<file path="src/rtl/cds_pkg.sv">
// shared types, operation codes and calendar tables for the date stepper
// no dependencies
package cds_pkg;

  localparam logic [1:0] FUNC_LOAD = 2'd0;
  localparam logic [1:0] FUNC_ADD  = 2'd1;
  localparam logic [1:0] FUNC_SUB  = 2'd2;
  localparam logic [1:0] FUNC_DIFF = 2'd3;

  // year / 100 as (year * RECIP_100) >> RECIP_SHIFT, exact for 14-bit years
  localparam logic [12:0] RECIP_100   = 13'd5243;
  localparam int          RECIP_SHIFT = 19;

  typedef struct packed {
    logic latch;
    logic split;
    logic check;
    logic serial;
    logic finish_diff;
    logic step;
    logic step_end;
  } cds_cmd_t;

  typedef struct packed {
    logic [1:0] op;
    logic       cnt_zero;
    logic       at_bound;
  } cds_status_t;

  function automatic logic [4:0] days_in_month(input logic [3:0] m, input logic leap);
    logic [4:0] len;
    case (m)
      4'd2:                                         len = leap ? 5'd29 : 5'd28;
      4'd4, 4'd6, 4'd9, 4'd11:                      len = 5'd30;
      4'd1, 4'd3, 4'd5, 4'd7, 4'd8, 4'd10, 4'd12:   len = 5'd31;
      default:                                      len = 5'd0;
    endcase
    return len;
  endfunction

  // days from 1 march to the first of month m, year taken as starting in march
  function automatic logic [8:0] march_offset(input logic [3:0] m);
    logic [8:0] off;
    case (m)
      4'd3:    off = 9'd0;
      4'd4:    off = 9'd31;
      4'd5:    off = 9'd61;
      4'd6:    off = 9'd92;
      4'd7:    off = 9'd122;
      4'd8:    off = 9'd153;
      4'd9:    off = 9'd184;
      4'd10:   off = 9'd214;
      4'd11:   off = 9'd245;
      4'd12:   off = 9'd275;
      4'd1:    off = 9'd306;
      4'd2:    off = 9'd337;
      default: off = 9'd0;
    endcase
    return off;
  endfunction

endpackage

</file>
<file path="src/rtl/cds_ctrl.sv">
// sequencing state machine for the date stepper
// depends on cds_pkg for the command and status structs and operation codes
module cds_ctrl (
  input  logic                clk,
  input  logic                rst,
  input  logic                start,
  input  logic [1:0]          func,
  input  cds_pkg::cds_status_t status,
  output cds_pkg::cds_cmd_t    cmd,
  output logic                busy
);
  import cds_pkg::*;

  localparam logic [2:0] ST_IDLE   = 3'd0;
  localparam logic [2:0] ST_SPLIT  = 3'd1;
  localparam logic [2:0] ST_CHECK  = 3'd2;
  localparam logic [2:0] ST_SERIAL = 3'd3;
  localparam logic [2:0] ST_ABS    = 3'd4;
  localparam logic [2:0] ST_STEP   = 3'd5;

  logic [2:0] state;
  logic [2:0] state_next;

  always_comb begin
    state_next = state;
    cmd        = '0;
    unique case (state)
      ST_IDLE: begin
        if (start) begin
          cmd.latch  = 1'b1;
          state_next = (func == FUNC_ADD || func == FUNC_SUB) ? ST_STEP : ST_SPLIT;
        end
      end
      ST_SPLIT: begin
        cmd.split  = 1'b1;
        state_next = ST_CHECK;
      end
      ST_CHECK: begin
        cmd.check  = 1'b1;
        state_next = (status.op == FUNC_LOAD) ? ST_IDLE : ST_SERIAL;
      end
      ST_SERIAL: begin
        cmd.serial = 1'b1;
        state_next = ST_ABS;
      end
      ST_ABS: begin
        cmd.finish_diff = 1'b1;
        state_next      = ST_IDLE;
      end
      ST_STEP: begin
        if (status.cnt_zero || status.at_bound) begin
          cmd.step_end = 1'b1;
          state_next   = ST_IDLE;
        end else begin
          cmd.step = 1'b1;
        end
      end
      default: state_next = ST_IDLE;
    endcase
  end

  always_ff @(posedge clk) begin
    if (rst) begin
      state <= ST_IDLE;
    end else begin
      state <= state_next;
    end
  end

  assign busy = (state != ST_IDLE);

endmodule

</file>
<file path="src/rtl/cds_datapath.sv">
// date registers, day stepping, validity check and day-number arithmetic
// depends on cds_pkg; driven by cds_ctrl through the command struct
module cds_datapath #(
  parameter int unsigned EPOCH_YEAR = 1970,
  parameter int unsigned MAX_YEAR   = 9999,
  parameter int unsigned MAX_STEP   = 65535
) (
  input  logic                 clk,
  input  logic                 rst,
  input  cds_pkg::cds_cmd_t    cmd,
  input  logic [1:0]           func,
  input  logic [4:0]           in_day,
  input  logic [3:0]           in_month,
  input  logic [13:0]          in_year,
  input  logic [15:0]          day_count,
  output cds_pkg::cds_status_t status,
  output logic [4:0]           out_day,
  output logic [3:0]           out_month,
  output logic [13:0]          out_year,
  output logic [21:0]          day_diff,
  output logic                 clamped,
  output logic                 done
);
  import cds_pkg::*;

  localparam logic [13:0] EPOCH_Y  = 14'(EPOCH_YEAR);
  localparam logic [13:0] MAX_Y    = 14'(MAX_YEAR);
  localparam logic [7:0]  EPOCH_Q  = 8'(EPOCH_YEAR / 100);
  localparam logic [6:0]  EPOCH_R  = 7'(EPOCH_YEAR % 100);
  localparam logic [15:0] STEP_LIM = (MAX_STEP > 65535) ? 16'hFFFF : 16'(MAX_STEP);

  // stored date, with its year split into century and year within century
  logic [4:0]  d;
  logic [3:0]  m;
  logic [13:0] y;
  logic [7:0]  q;
  logic [6:0]  r;

  // working date for load and difference
  logic [4:0]  wd;
  logic [3:0]  wm;
  logic [13:0] wy;
  logic [7:0]  wq;
  logic [6:0]  wr;
  logic        wclamp;

  logic [1:0]  op;
  logic [15:0] cnt;
  logic [22:0] ser_w;
  logic [22:0] ser_s;

  function automatic logic [22:0] serial(input logic [4:0] dd, input logic [3:0] mm,
                                         input logic [13:0] yr, input logic [7:0] cq,
                                         input logic [6:0] cr);
    logic        early;
    logic [13:0] yy;
    logic [7:0]  c;
    logic [22:0] s;
    early = (mm == 4'd1) || (mm == 4'd2);
    yy    = early ? yr - 14'd1 : yr;
    c     = (early && cr == 7'd0) ? cq - 8'd1 : cq;
    s     = {9'd0, yy} * 23'd365 + {11'd0, yy[13:2]} - {15'd0, c} + {17'd0, c[7:2]}
            + {14'd0, march_offset(mm)} + {18'd0, dd} - 23'd1;
    return s;
  endfunction

  logic [26:0] prod_q;
  logic [13:0] q100;
  logic [6:0]  wr_calc;
  logic        leap_w;
  logic [4:0]  dim_w;
  logic        valid_w;

  logic        leap_s;
  logic [4:0]  dim_s;
  logic [4:0]  dim_prev;
  logic        at_hi;
  logic        at_lo;
  logic [15:0] n_lim;
  logic [22:0] ser_delta;

  always_comb begin
    prod_q  = {13'd0, wy} * {14'd0, RECIP_100};
    q100    = {6'd0, wq} * 14'd100;
    wr_calc = 7'(wy - q100);
    leap_w  = (wr_calc[1:0] == 2'd0) && (wr_calc != 7'd0 || wq[1:0] == 2'd0);
    dim_w   = days_in_month(wm, leap_w);
    valid_w = (wy >= EPOCH_Y) && (wy <= MAX_Y) && (wm >= 4'd1) && (wm <= 4'd12)
              && (wd >= 5'd1) && (wd <= dim_w);

    leap_s   = (r[1:0] == 2'd0) && (r != 7'd0 || q[1:0] == 2'd0);
    dim_s    = days_in_month(m, leap_s);
    dim_prev = days_in_month(m - 4'd1, leap_s);
    at_hi    = (y == MAX_Y) && (m == 4'd12) && (d == 5'd31);
    at_lo    = (y == EPOCH_Y) && (m == 4'd1) && (d == 5'd1);

    n_lim     = (day_count > STEP_LIM) ? STEP_LIM : day_count;
    ser_delta = (ser_w > ser_s) ? ser_w - ser_s : ser_s - ser_w;
  end

  assign status.op       = op;
  assign status.cnt_zero = (cnt == 16'd0);
  assign status.at_bound = (op == FUNC_ADD) ? at_hi : at_lo;

  // working registers, no reset needed
  always_ff @(posedge clk) begin
    if (cmd.latch) begin
      op     <= func;
      cnt    <= n_lim;
      wclamp <= 1'b0;
      wd     <= (func == FUNC_LOAD && in_day == 5'd0) ? d : in_day;
      wm     <= (func == FUNC_LOAD && in_month == 4'd0) ? m : in_month;
      wy     <= (func == FUNC_LOAD && in_year == 14'd0) ? y : in_year;
    end
    if (cmd.split) begin
      wq <= prod_q[RECIP_SHIFT+7:RECIP_SHIFT];
    end
    if (cmd.check) begin
      wclamp <= !valid_w;
      if (valid_w) begin
        wr <= wr_calc;
      end else begin
        wd <= 5'd1;
        wm <= 4'd1;
        wy <= EPOCH_Y;
        wq <= EPOCH_Q;
        wr <= EPOCH_R;
      end
    end
    if (cmd.serial) begin
      ser_w <= serial(wd, wm, wy, wq, wr);
      ser_s <= serial(d, m, y, q, r);
    end
    if (cmd.step) begin
      cnt <= cnt - 16'd1;
    end
  end

  // stored date and result registers
  always_ff @(posedge clk) begin
    if (rst) begin
      d        <= 5'd1;
      m        <= 4'd1;
      y        <= EPOCH_Y;
      q        <= EPOCH_Q;
      r        <= EPOCH_R;
      day_diff <= '0;
      clamped  <= 1'b0;
      done     <= 1'b0;
    end else begin
      done <= 1'b0;
      if (cmd.check && op == FUNC_LOAD) begin
        done     <= 1'b1;
        day_diff <= '0;
        clamped  <= !valid_w;
        if (valid_w) begin
          d <= wd;
          m <= wm;
          y <= wy;
          q <= wq;
          r <= wr_calc;
        end else begin
          d <= 5'd1;
          m <= 4'd1;
          y <= EPOCH_Y;
          q <= EPOCH_Q;
          r <= EPOCH_R;
        end
      end
      if (cmd.finish_diff) begin
        done     <= 1'b1;
        day_diff <= ser_delta[21:0];
        clamped  <= wclamp;
      end
      if (cmd.step_end) begin
        done     <= 1'b1;
        day_diff <= '0;
        // stopped on a bound with days still to go
        clamped  <= (cnt != 16'd0);
      end
      if (cmd.step) begin
        if (op == FUNC_ADD) begin
          if (d < dim_s) begin
            d <= d + 5'd1;
          end else begin
            d <= 5'd1;
            if (m == 4'd12) begin
              m <= 4'd1;
              y <= y + 14'd1;
              if (r == 7'd99) begin
                r <= 7'd0;
                q <= q + 8'd1;
              end else begin
                r <= r + 7'd1;
              end
            end else begin
              m <= m + 4'd1;
            end
          end
        end else begin
          if (d > 5'd1) begin
            d <= d - 5'd1;
          end else if (m == 4'd1) begin
            d <= 5'd31;
            m <= 4'd12;
            y <= y - 14'd1;
            if (r == 7'd0) begin
              r <= 7'd99;
              q <= q - 8'd1;
            end else begin
              r <= r - 7'd1;
            end
          end else begin
            // previous month length, same year
            m <= m - 4'd1;
            d <= dim_prev;
          end
        end
      end
    end
  end

  assign out_day   = d;
  assign out_month = m;
  assign out_year  = y;

endmodule

</file>
<file path="src/rtl/calendar_date_stepper_core.sv">
// top level of the gregorian date stepper: controller plus datapath
// depends on cds_pkg, cds_ctrl and cds_datapath
//
// Usage
//   An item is taken at a rising edge with start high and busy low; func,
//   in_day, in_month, in_year and day_count are sampled at that edge only.
//   The result (out_day, out_month, out_year, day_diff, clamped) is marked
//   by done, high for exactly one cycle; the receiver cannot stall it, so
//   it must take the result in that cycle. The date outputs keep showing
//   the stored date between items.
//   Add or subtract steps the date by day_count days, limited to MAX_STEP
//   and fewer if the range bound is hit, moving it by one day per cycle.
//   A load goes through a year split and a check; a difference goes
//   through a year split, a check, a day-number stage and a final stage
//   that takes the absolute difference.
//   busy is low again in the done cycle, so the next item may start there.
//   Reset is synchronous and active high; it loads EPOCH_YEAR-01-01 and
//   abandons any item in progress without a result.
module calendar_date_stepper_core #(
  parameter int unsigned EPOCH_YEAR = 1970,
  parameter int unsigned MAX_YEAR   = 9999,
  parameter int unsigned MAX_STEP   = 65535
) (
  input  logic        clk,
  input  logic        rst,
  input  logic        start,
  output logic        busy,
  input  logic [1:0]  func,
  input  logic [4:0]  in_day,
  input  logic [3:0]  in_month,
  input  logic [13:0] in_year,
  input  logic [15:0] day_count,
  output logic        done,
  output logic [4:0]  out_day,
  output logic [3:0]  out_month,
  output logic [13:0] out_year,
  output logic [21:0] day_diff,
  output logic        clamped
);
  import cds_pkg::*;

  cds_cmd_t    cmd;
  cds_status_t status;

  cds_ctrl u_ctrl (
    .clk    (clk),
    .rst    (rst),
    .start  (start),
    .func   (func),
    .status (status),
    .cmd    (cmd),
    .busy   (busy)
  );

  cds_datapath #(
    .EPOCH_YEAR (EPOCH_YEAR),
    .MAX_YEAR   (MAX_YEAR),
    .MAX_STEP   (MAX_STEP)
  ) u_datapath (
    .clk       (clk),
    .rst       (rst),
    .cmd       (cmd),
    .func      (func),
    .in_day    (in_day),
    .in_month  (in_month),
    .in_year   (in_year),
    .day_count (day_count),
    .status    (status),
    .out_day   (out_day),
    .out_month (out_month),
    .out_year  (out_year),
    .day_diff  (day_diff),
    .clamped   (clamped),
    .done      (done)
  );

endmodule

</file>
<file path="config.mk">
export PLATFORM = sky130hd
export DESIGN_NAME = calendar_date_stepper_core
export DESIGN_NICKNAME = d
export VERILOG_FILES = /design/src/rtl/cds_pkg.sv /design/src/rtl/cds_ctrl.sv /design/src/rtl/cds_datapath.sv /design/src/rtl/calendar_date_stepper_core.sv
export SDC_FILE = /design/constraint.sdc
export NUM_CORES = 1
export LEC_CHECK = 0
export ABC_AREA = 1
export BUFFER_PORTS_ARGS = -buffer_cell sky130_fd_sc_hd__clkbuf_2
export CORE_ASPECT_RATIO = 0.9
export CORE_MARGIN = 2
export CORE_UTILIZATION = 42
export CTS_CLUSTER_SIZE = 8
export DETAILED_ROUTE_END_ITERATION = 6
export PLACE_DENSITY = 0.58
export SYNTH_ARGS = -nofsm -noshare
export SYNTH_HDL_FRONTEND = slang
export SYNTH_HIERARCHICAL = 1
export SYNTH_SLANG_ARGS = --single-unit
export TNS_END_PERCENT = 1
</file>
<file path="constraint.sdc">
create_clock -name clk -period 5.75 [get_ports clk]
set_input_delay 0.8625 -clock clk [delete_from_list [all_inputs] [get_ports clk]]
set_output_delay 0.8625 -clock clk [all_outputs]
set_load 0.02 [all_outputs]
</file>
## After elaboration in Yosys (flattened, before gate mapping)

Memory sizes are Yosys's and may differ from the RTL's. A register that Yosys moved wholly into a read port is not among the register bits.
Index checks and enable logic that the tools add are counted.

- Bits of input ports: 44
- Memories kept: 2
- Memory bits (read-only): 288
- Output and inout port bits: 48
- Register bits: 168
- Word-level logic and storage cells: 267

Memories:

| name | words | width | rd ports | clocked after Yosys merged registers in | wr ports | line | RTL |
|---|---|---|---|---|---|---|---|
| (name not given) | 16 | 9 | 1 | 1 | 0 | cds_pkg.sv:44 | `case (m)` |
| (name not given) | 16 | 9 | 1 | 1 | 0 | cds_pkg.sv:44 |  |

- Equality and inequality tests: 51
- Multipliers: 4
- $lt $le $gt $ge: 10
- Muxes and demuxes: 99
- Reductions and logical operators: 54
- $add $sub $neg: 28

Operator list:

| kind | number |
|---|---|
| $mux W14 | 14 |
| $mux W8 | 15 |
| $mux W7 | 10 |
| $mux W22 | 3 |
| $eq A4 B4 Y1 const B | 15 |
| $mux W5 | 11 |
| $mux W4 | 13 |
| $eq A4 B3 Y1 const B | 12 |
| $mux W16 | 3 |
| $add A23 B12 Y23 | 2 |
| $add A23 B5 Y23 | 2 |
| $add A23 B6 Y23 | 2 |
| $add A23 B9 Y23 | 2 |
| $mul A14 B9 Y23 const B | 2 |
| $sub A23 B1 Y23 const B | 2 |
| $sub A23 B8 Y23 | 2 |
| $pmux W5 S3 | 3 |
| $sub A22 B22 Y22 | 2 |
| $sub A14 B1 Y14 const B | 2 |
| $mul A14 B13 Y27 const B | 1 |
| $eq A4 B2 Y1 const B | 6 |
| $gt A23 B23 Y1 | 1 |
| $reduce_or A7 Y1 | 3 |
| $mux W1 | 19 |
| 55 further kinds | 99 |

## Depth between registers and ports, before layout

Gate-level depths: netlist of the first run.

- Word-level depth: 16
- Gate-level depth with buffers: 35
- Gate-level depth less buffers: 34

## Hierarchy

Netlist of the first run, hierarchy kept.

By module, submodules not included:

| module | cells an instance | area each (sq um) | times used | seq. area each (sq um) |
|---|---|---|---|---|
| cds_datapath | 3279 | 25966.2 | 1 | 4384.2 |
| cds_ctrl | 43 | 246.5 | 1 | 60.1 |

## Worst setup path after synthesis of the first run

No wires, ideal clock.

- Kind: flip-flop to flip-flop
- Start point: register u_datapath.m[0] (netlist: u_datapath/out_month[0])
- End point: register u_datapath.ser_s[20], data pin
- Data required time: 5.486 ns
- Path slack: -0.780 ns
- Stages on the path, launching flop included: 32
- Arrival time: 6.267 ns
- Period minus slack after synthesis: 6.530 ns
- Path through: dfxtp_1 > inv_1 > ha_1 > inv_1 > nor2_4 > nor2_4 > buf_1 > nand2_1 > nand2_1 > inv_1 > ha_1 > inv_1 > xor2_1 > fa_1 > inv_1 > ha_1 > inv_1 > fa_1 > inv_1 > fa_1 > inv_1 > fa_1 > inv_1 > ha_1 > a21oi_1 > nand2_1 > a21boi_0 > o21ai_0 > nand2_1 > o211ai_1 > a31oi_1 > xor2_1

- Word-level cells in the longest chain between the ends: 10
- Elaborated cells on any way between the ends: 13

Ends and longest elaborated chain:

| element | line | RTL |
|---|---|---|
| start: declaration | cds_datapath.sv:34 | `logic [3:0] m;` |
| start signal: assignment | cds_datapath.sv:158 | `m <= wm;` |
| start signal: assignment | cds_datapath.sv:197 | `m <= m + 4'd1;` |
| start signal: assignment | cds_datapath.sv:215 | `m <= m - 4'd1;` |
| $eq A4 B1 Y1 or $eq A4 B2 Y1 (tied branches) | cds_datapath.sv:59 | `early = (mm == 4'd1) \|\| (mm == 4'd2);` |
| $logic_or A1 B1 Y1 (*) | cds_datapath.sv:59 |  |
| $mux W14 | cds_datapath.sv:60 | `yy = early ? yr - 14'd1 : yr;` |
| $mul A14 B9 Y23 | cds_datapath.sv:62 | `s = {9'd0, yy} * 23'd365 + {11'd0, yy[13:2]} - {15'd0, c} + {17'd0, c[7:2]}` |
| $add A23 B12 Y23 | cds_datapath.sv:62 |  |
| $sub A23 B8 Y23 | cds_datapath.sv:62 |  |
| $add A23 B6 Y23 (*) | cds_datapath.sv:62 |  |
| $add A23 B9 Y23 (*) | cds_datapath.sv:63 | `+ {14'd0, march_offset(mm)} + {18'd0, dd} - 23'd1;` |
| $add A23 B5 Y23 (*) | cds_datapath.sv:63 |  |
| $sub A23 B1 Y23 (*) | cds_datapath.sv:63 |  |
| end signal: assignment | cds_datapath.sv:132 | `ser_s <= serial(d, m, y, q, r);` |
| end: declaration | cds_datapath.sv:50 | `logic [22:0] ser_s;` |

Mark *: on every way between the ends. The rest lies on a longest branch, timed or not.
A chain may end at the register's enable or synchronous reset.

## Worst setup path in the final report of the first run

- Start point: register u_datapath.wr[0]
- End point: register u_datapath.ser_w[17], data pin

- Word-level cells in the longest chain between the ends: 8

Ends and longest elaborated chain:

| element | line | RTL |
|---|---|---|
| start: declaration | cds_datapath.sv:44 | `logic [6:0] wr;` |
| start signal: assignment | cds_datapath.sv:121 | `wr <= wr_calc;` |
| $logic_not A7 Y1 (*) | cds_datapath.sv:61 | `c = (early && cr == 7'd0) ? cq - 8'd1 : cq;` |
| $logic_and A1 B1 Y1 (*) | cds_datapath.sv:61 |  |
| $mux W8 (*) | cds_datapath.sv:61 |  |
| $sub A23 B8 Y23 | cds_datapath.sv:62 |  |
| $add A23 B6 Y23 (*) | cds_datapath.sv:62 |  |
| $add A23 B9 Y23 (*) | cds_datapath.sv:63 |  |
| $add A23 B5 Y23 (*) | cds_datapath.sv:63 |  |
| $sub A23 B1 Y23 (*) | cds_datapath.sv:63 |  |
| end signal: assignment | cds_datapath.sv:131 | `ser_w <= serial(wd, wm, wy, wq, wr);` |
| end: declaration | cds_datapath.sv:49 | `logic [22:0] ser_w;` |

Marks and branches as above.

==> run metrics, run 1 <==
Synth Register Bits 186; clock buffer depth 2; grt total ovfl 0; Seq. cell area 4470 um2; clk root buf clkbuf_16; failing checks setup timing; via count 22,784; post-route ant nets 0; Multi-input gate area 19,700 um2; total wire length 78.0 mm; top-count cell post-synth inv_1; clock sink count 186; fin crit share 1.03; Chip Height 241 um; pin count of the biggest net entering global routing 47; worst hold slack 464 ps; # fillers 6,008; Post-synth top cells 669 x inv_1, 505 x nand2_1, 438 x ha_1; final core occ 0.515; drt first pass iters 5; Initial Util 0.427; Post-Syn Instances 3,322; RSZ-0062 raised after global routing true; Largest stage delay, worst path 560 ps; Worst-path clk slew 80 ps; I/O Pins 92; Syn Nets 4,025; Hold EP u_datapath/day_diff[12]; status finished, violations left; Register-to-Register Path Depth 28; max-cap violations 0; Fin Clk Skew 22.8 ps; # setup viols final 27; RR Endpoint u_datapath/ser_w[17]; FFs w/ async S/R, synth 0; # rows 86; crit path launch type flop; number of global-route vias before repair 22,221; nets@finish 4,447; Max Slew Vio Count 0; core area 61,400 um2; Synth Area per Inst 7.89 um2; largest cells by area after synthesis ha_1 21%, fa_1 17%, inv_1 9.6%, dfxtp_1 8.7%, edfxtp_1 8.2%; slew at the pin closest to its max-slew limit 1070 ps; hold_sp u_datapath/day_diff[12]; routability cong. 0.954; Critical Path AT 6190 ps; Post-synth EDFFs 72; initial antenna violation count 1; share of layout cells above drive strength 1 0.190; post-synth top area share 0.209; per-cell routed wire length 17.0 um; number of vias per cell 4.96; Synth Flop Type dfxtp_1; Post-Syn Area 26,200 um2; Worst R2R Start u_datapath/wr[0]; DP Area 30,300 um2; area grow syn2layout 20.6%; crit path capture type flop; DP HPWL 65.8 mm; shortest period the worst path allows 5940 ps; Crit-path slowest cell fa_2; CTS buffer count 17; DRC Markers 0; crit path max fanout 3; Post-CTS Hold Buffers 0; IO Port Bufs 91; Final Hold Vio Count 0; worst setup slack after layout -193 ps; Slew HR 0.288; Fmax 168 MHz; DRT iter0 DRCs 1,423; flop2flop setup slack -190 ps; largest area contributor in the synthesized netlist ha_1; Hold Crit Class reg2reg; pre-CTS setup slack -359 ps; crit path kind reg2reg; Worst EP required 6000 ps; clk_lat worst skew 510 ps; Post-Layout Inst Area 31,600 um2; Yosys cell types 56; fraction of the yosys area taken by sequential cells 0.170; H-tree depth 4; Die Area 64,400 um2; total track usage 0.247; CTS tree yes; WHS Path Cells 2; Synth Warn # 6; diode count 0; Die X-Extent 267 um; first-pass GRT wire length 122 mm
## layer usage
layer | global-route usage | vias to the layer above | share of wire
li1 | - | 11512 | -
met1 | 0.354 | 10556 | 0.48
met2 | 0.391 | 617 | 0.44
met3 | 0.0270 | 99 | 0.051
met4 | 0.0725 | 0 | 0.024
met5 | 0 | - | 0
## flip-flops by register name (all words and copies together), names as in the netlist, 5 cells and up, named ones only
name / count
u_datapath/ser_s: 23
u_datapath/ser_w: 23
u_datapath/day_diff: 22
u_datapath/cnt: 16
u_datapath/out_year: 14
u_datapath/wy: 14
u_datapath/q: 8
u_datapath/wq: 8
u_datapath/r: 7
u_datapath/wr: 7
u_datapath/out_day: 5
u_datapath/wd: 5
## timing repair
item                                   in CTS  in global routing
buffers inserted                           12                  9
cloned                                      0                  0
setup endpoints to repair                  30                 35
pin swaps                                  27                 36
resized for setup                          70                 45
endpoints found under the hold margin       0                  0
## worst max-delay path: cells and delay by family (launching register included)
| kind | cells | cell delay (ps) |
|---|---|---|
| fa+ha+maj | 7 | 2990 |
| simple gates | 11 | 1210 |
| compound gates | 4 | 540 |
| flops | 1 | 390 |
| xor+xnor | 2 | 340 |
| buf+inv | 4 | 240 |
## placed cells by master, fill, tap and decap left out, types with 132 or more instances in the layout
cell type / Yosys / final
buf_4: 2 / 366
xor2_1: 141 / 132
fa_1: 221 / 215
nor2_1: 235 / 221
a21oi_1: 202 / 186
inv_1: 669 / 644
nand2_1: 505 / 497
o21ai_0: 174 / 161
ha_1: 438 / 408
nand3_1: 142 / 137
## cells by family after synthesis
family	after synthesis	synth area share
XOR/XNOR	180	0.0601
buffers and inverters	746	0.108
AND/OR/NAND/NOR	1001	0.164
flip-flops	186	0.170
adder cells (fa/ha/maj)	659	0.378
AO/OA/AOI/OAI	550	0.121
## worst max-delay path by stage
stage / cells after the start / start / end / slack (ps)
3_5_place_dp: 28 / u_datapath/wr[0] / u_datapath/ser_w[17] / -360
2_1_floorplan: 23 / u_datapath/wy[7] / u_datapath/ser_w[21] / -50
4_1_cts: 28 / u_datapath/wr[0] / u_datapath/ser_w[17] / -220
6_report: 28 / u_datapath/wr[0] / u_datapath/ser_w[17] / -190
5_1_grt: 31 / u_datapath/out_year[3] / u_datapath/ser_s[21] / -490
3_3_place_gp: 28 / u_datapath/wm[1] / u_datapath/ser_w[20] / -270
## cell type report
class                           instances  area share
Timing Repair Buffer                  462       0.103
Tap cell                              836      0.0331
Multi-Input combinational cell       2390       0.623
Sequential cell                       186       0.141
Clock inverter                         13     0.00427
Inverter                              687      0.0819
Clock buffer                           19      0.0137
## stage by stage
step,instances,TNS [ps]
after global routing,4593,-10440
after floorplan,3322,-333
after detailed placement,4540,-5830
after global placement,4540,-3900
after CTS,4584,-2590
final,4593,-2800
Power of run 1 is left out: the tool's default activity adds up to more than one toggle a clock period on the data nets, which glitch-free logic cannot reach.
==> inputs of run 2 (changes only) <==
- CORE_ASPECT_RATIO: 0.9 -> 1.4
- CORE_UTILIZATION: 42 -> 40
- CTS_CLUSTER_SIZE: 8 -> 28
- PLACE_DENSITY: 0.58 -> 0.56
==> run metrics, run 2 (synthesis results as in run 1) <==
clock sink count 186; pre-CTS setup slack -284 ps; post-route ant nets 0; DP HPWL 68.3 mm; Fin Clk Skew 22.4 ps; routability cong. 0.949; drt first pass iters 7; crit path capture type flop; slew at the pin closest to its max-slew limit 1200 ps; crit path kind reg2reg; crit-path leading delay family adder cells; shortest period the worst path allows 5920 ps; CTS buffer count 17; Worst Path Buf+Inv 5; Die X-Extent 220 um; Critical Path AT 6170 ps; Placed Instances 4,546; max-cap violations 0; crit path max fanout 4; Post-Layout Cell Count 4,593; diode count 0; per-cell routed wire length 17.4 um; first-pass GRT wire length 126 mm; status finished, violations left; Chip Height 307 um; via count 22,825; initial antenna violation count 0; RSZ-0062 raised after global routing true; pin count of the biggest net entering global routing 47; Fmax 169 MHz; Final Hold Vio Count 0; total track usage 0.242; Die Area 67,600 um2; area grow syn2layout 20.2%; crit path launch type flop; clk_lat worst skew 500 ps; Worst EP required 5990 ps; I/O Pins 92; number of global-route vias before repair 23,363; total wire length 80.1 mm; IO Port Bufs 91; Slew HR 0.196; nets@finish 4,436; fin crit share 1.03; Worst-path clk slew 80 ps; failing checks setup timing; Crit-path slowest cell fa_1; flop2flop setup slack -170 ps; # rows 111; # setup viols final 17; Max Slew Vio Count 0; commonest non-fill, non-tap cells in the layout 647 x inv_1, 496 x nand2_1, 410 x ha_1, 356 x buf_4, 224 x nor2_1; H-tree depth 4; core area 65,100 um2; DRT iter0 DRCs 1,075; Initial Util 0.402; grt total ovfl 0; Largest stage delay, worst path 530 ps; largest registers u_datapath/ser_s: 23 flops, u_datapath/ser_w: 23 flops, u_datapath/day_diff: 22 flops; CTS tree yes; most frequent CP cell inv_1; DRC Markers 0; commonest non-fill, non-tap cell in the layout inv_1; clk root buf clkbuf_16; number of vias per cell 4.97; clock buffer depth 2; worst setup slack after layout -173 ps; share of layout cells above drive strength 1 0.184; Hold Crit Class reg2reg
run 2: cell types whose count changed in the layout (fill, tap and decap cells not counted), moves of 3 or more:
cell     before  now
nor2_1      221  224
fa_2          6    2
a21oi_1     186  182
o21ai_1      13   16
nand3_2       7    4
nor2_2       17   14
buf_4       366  356
nand3_1     137  140
o21ai_0     161  158
inv_1       644  647
fa_1        215  219
inv_2        35   31
ha_4         27   23
run 2: repair_timing:
| item | CTS | global route |
|---|---|---|
| pin swaps | 43 | 18 |
| setup endpoints to repair | 28 | 35 |
| hold endpoints to repair | 0 | 0 |
| hold buffers | 0 | 0 |
| resized for setup | 76 | 27 |
| setup buffers | 13 | 1 |
| gates cloned | 1 | 0 |
run 2: final cells by class:
type	instances	area (um2)
Timing Repair Buffer	450	3170
Inverter	687	2590
Clock buffer	18	450
Sequential cell	186	4460
Multi-Input combinational cell	2391	19600
Clock inverter	14	131
Fill cell	6471	33600
Tap cell	847	1060
run 2: final timing paths:
kind,end,cells after the start,from
setup / recovery,u_datapath/ser_s[21],28,u_datapath/out_year[1]
hold reg to reg,u_datapath/day_diff[5],2,u_datapath/day_diff[5]
hold / removal,u_datapath/day_diff[5],2,u_datapath/day_diff[5]
setup reg to reg,u_datapath/ser_s[21],28,u_datapath/out_year[1]
run 2: stage by stage:
| stage | setup TNS [ps] | instance area [um2] | util | hold slack, ps |
|---|---|---|---|---|
| after floorplan | -333 | 26500 | - | 484 |
| after global placement | -2730 | 30300 | 0.465 | 452 |
| after detailed placement | -4210 | 30300 | 0.465 | 454 |
| after CTS | -1360 | 31400 | 0.482 | 466 |
| after global routing | -10360 | 31500 | 0.484 | 487 |
| final | -1200 | 31500 | 0.484 | 465 |
run 2: tightest hold or removal path, delay by kind of cell, from the launching register on:
family | cells | cell delay [ps]
AO/OA/AOI/OAI | 1 | 50
flip-flops | 1 | 310
AND/OR/NAND/NOR | 1 | 60
run 2: routing by layer:
layer / vias to the layer above / wire length [um] / GRT usage
met2: 513 / 41500 / 0.443
met1: 10671 / 32300 / 0.279
li1: 11488 / - / -
met4: 0 / 4040 / 0.120
met5: - / 0 / 0
met3: 153 / 2290 / 0.0222
Power of run 2 is left out for the same reason.
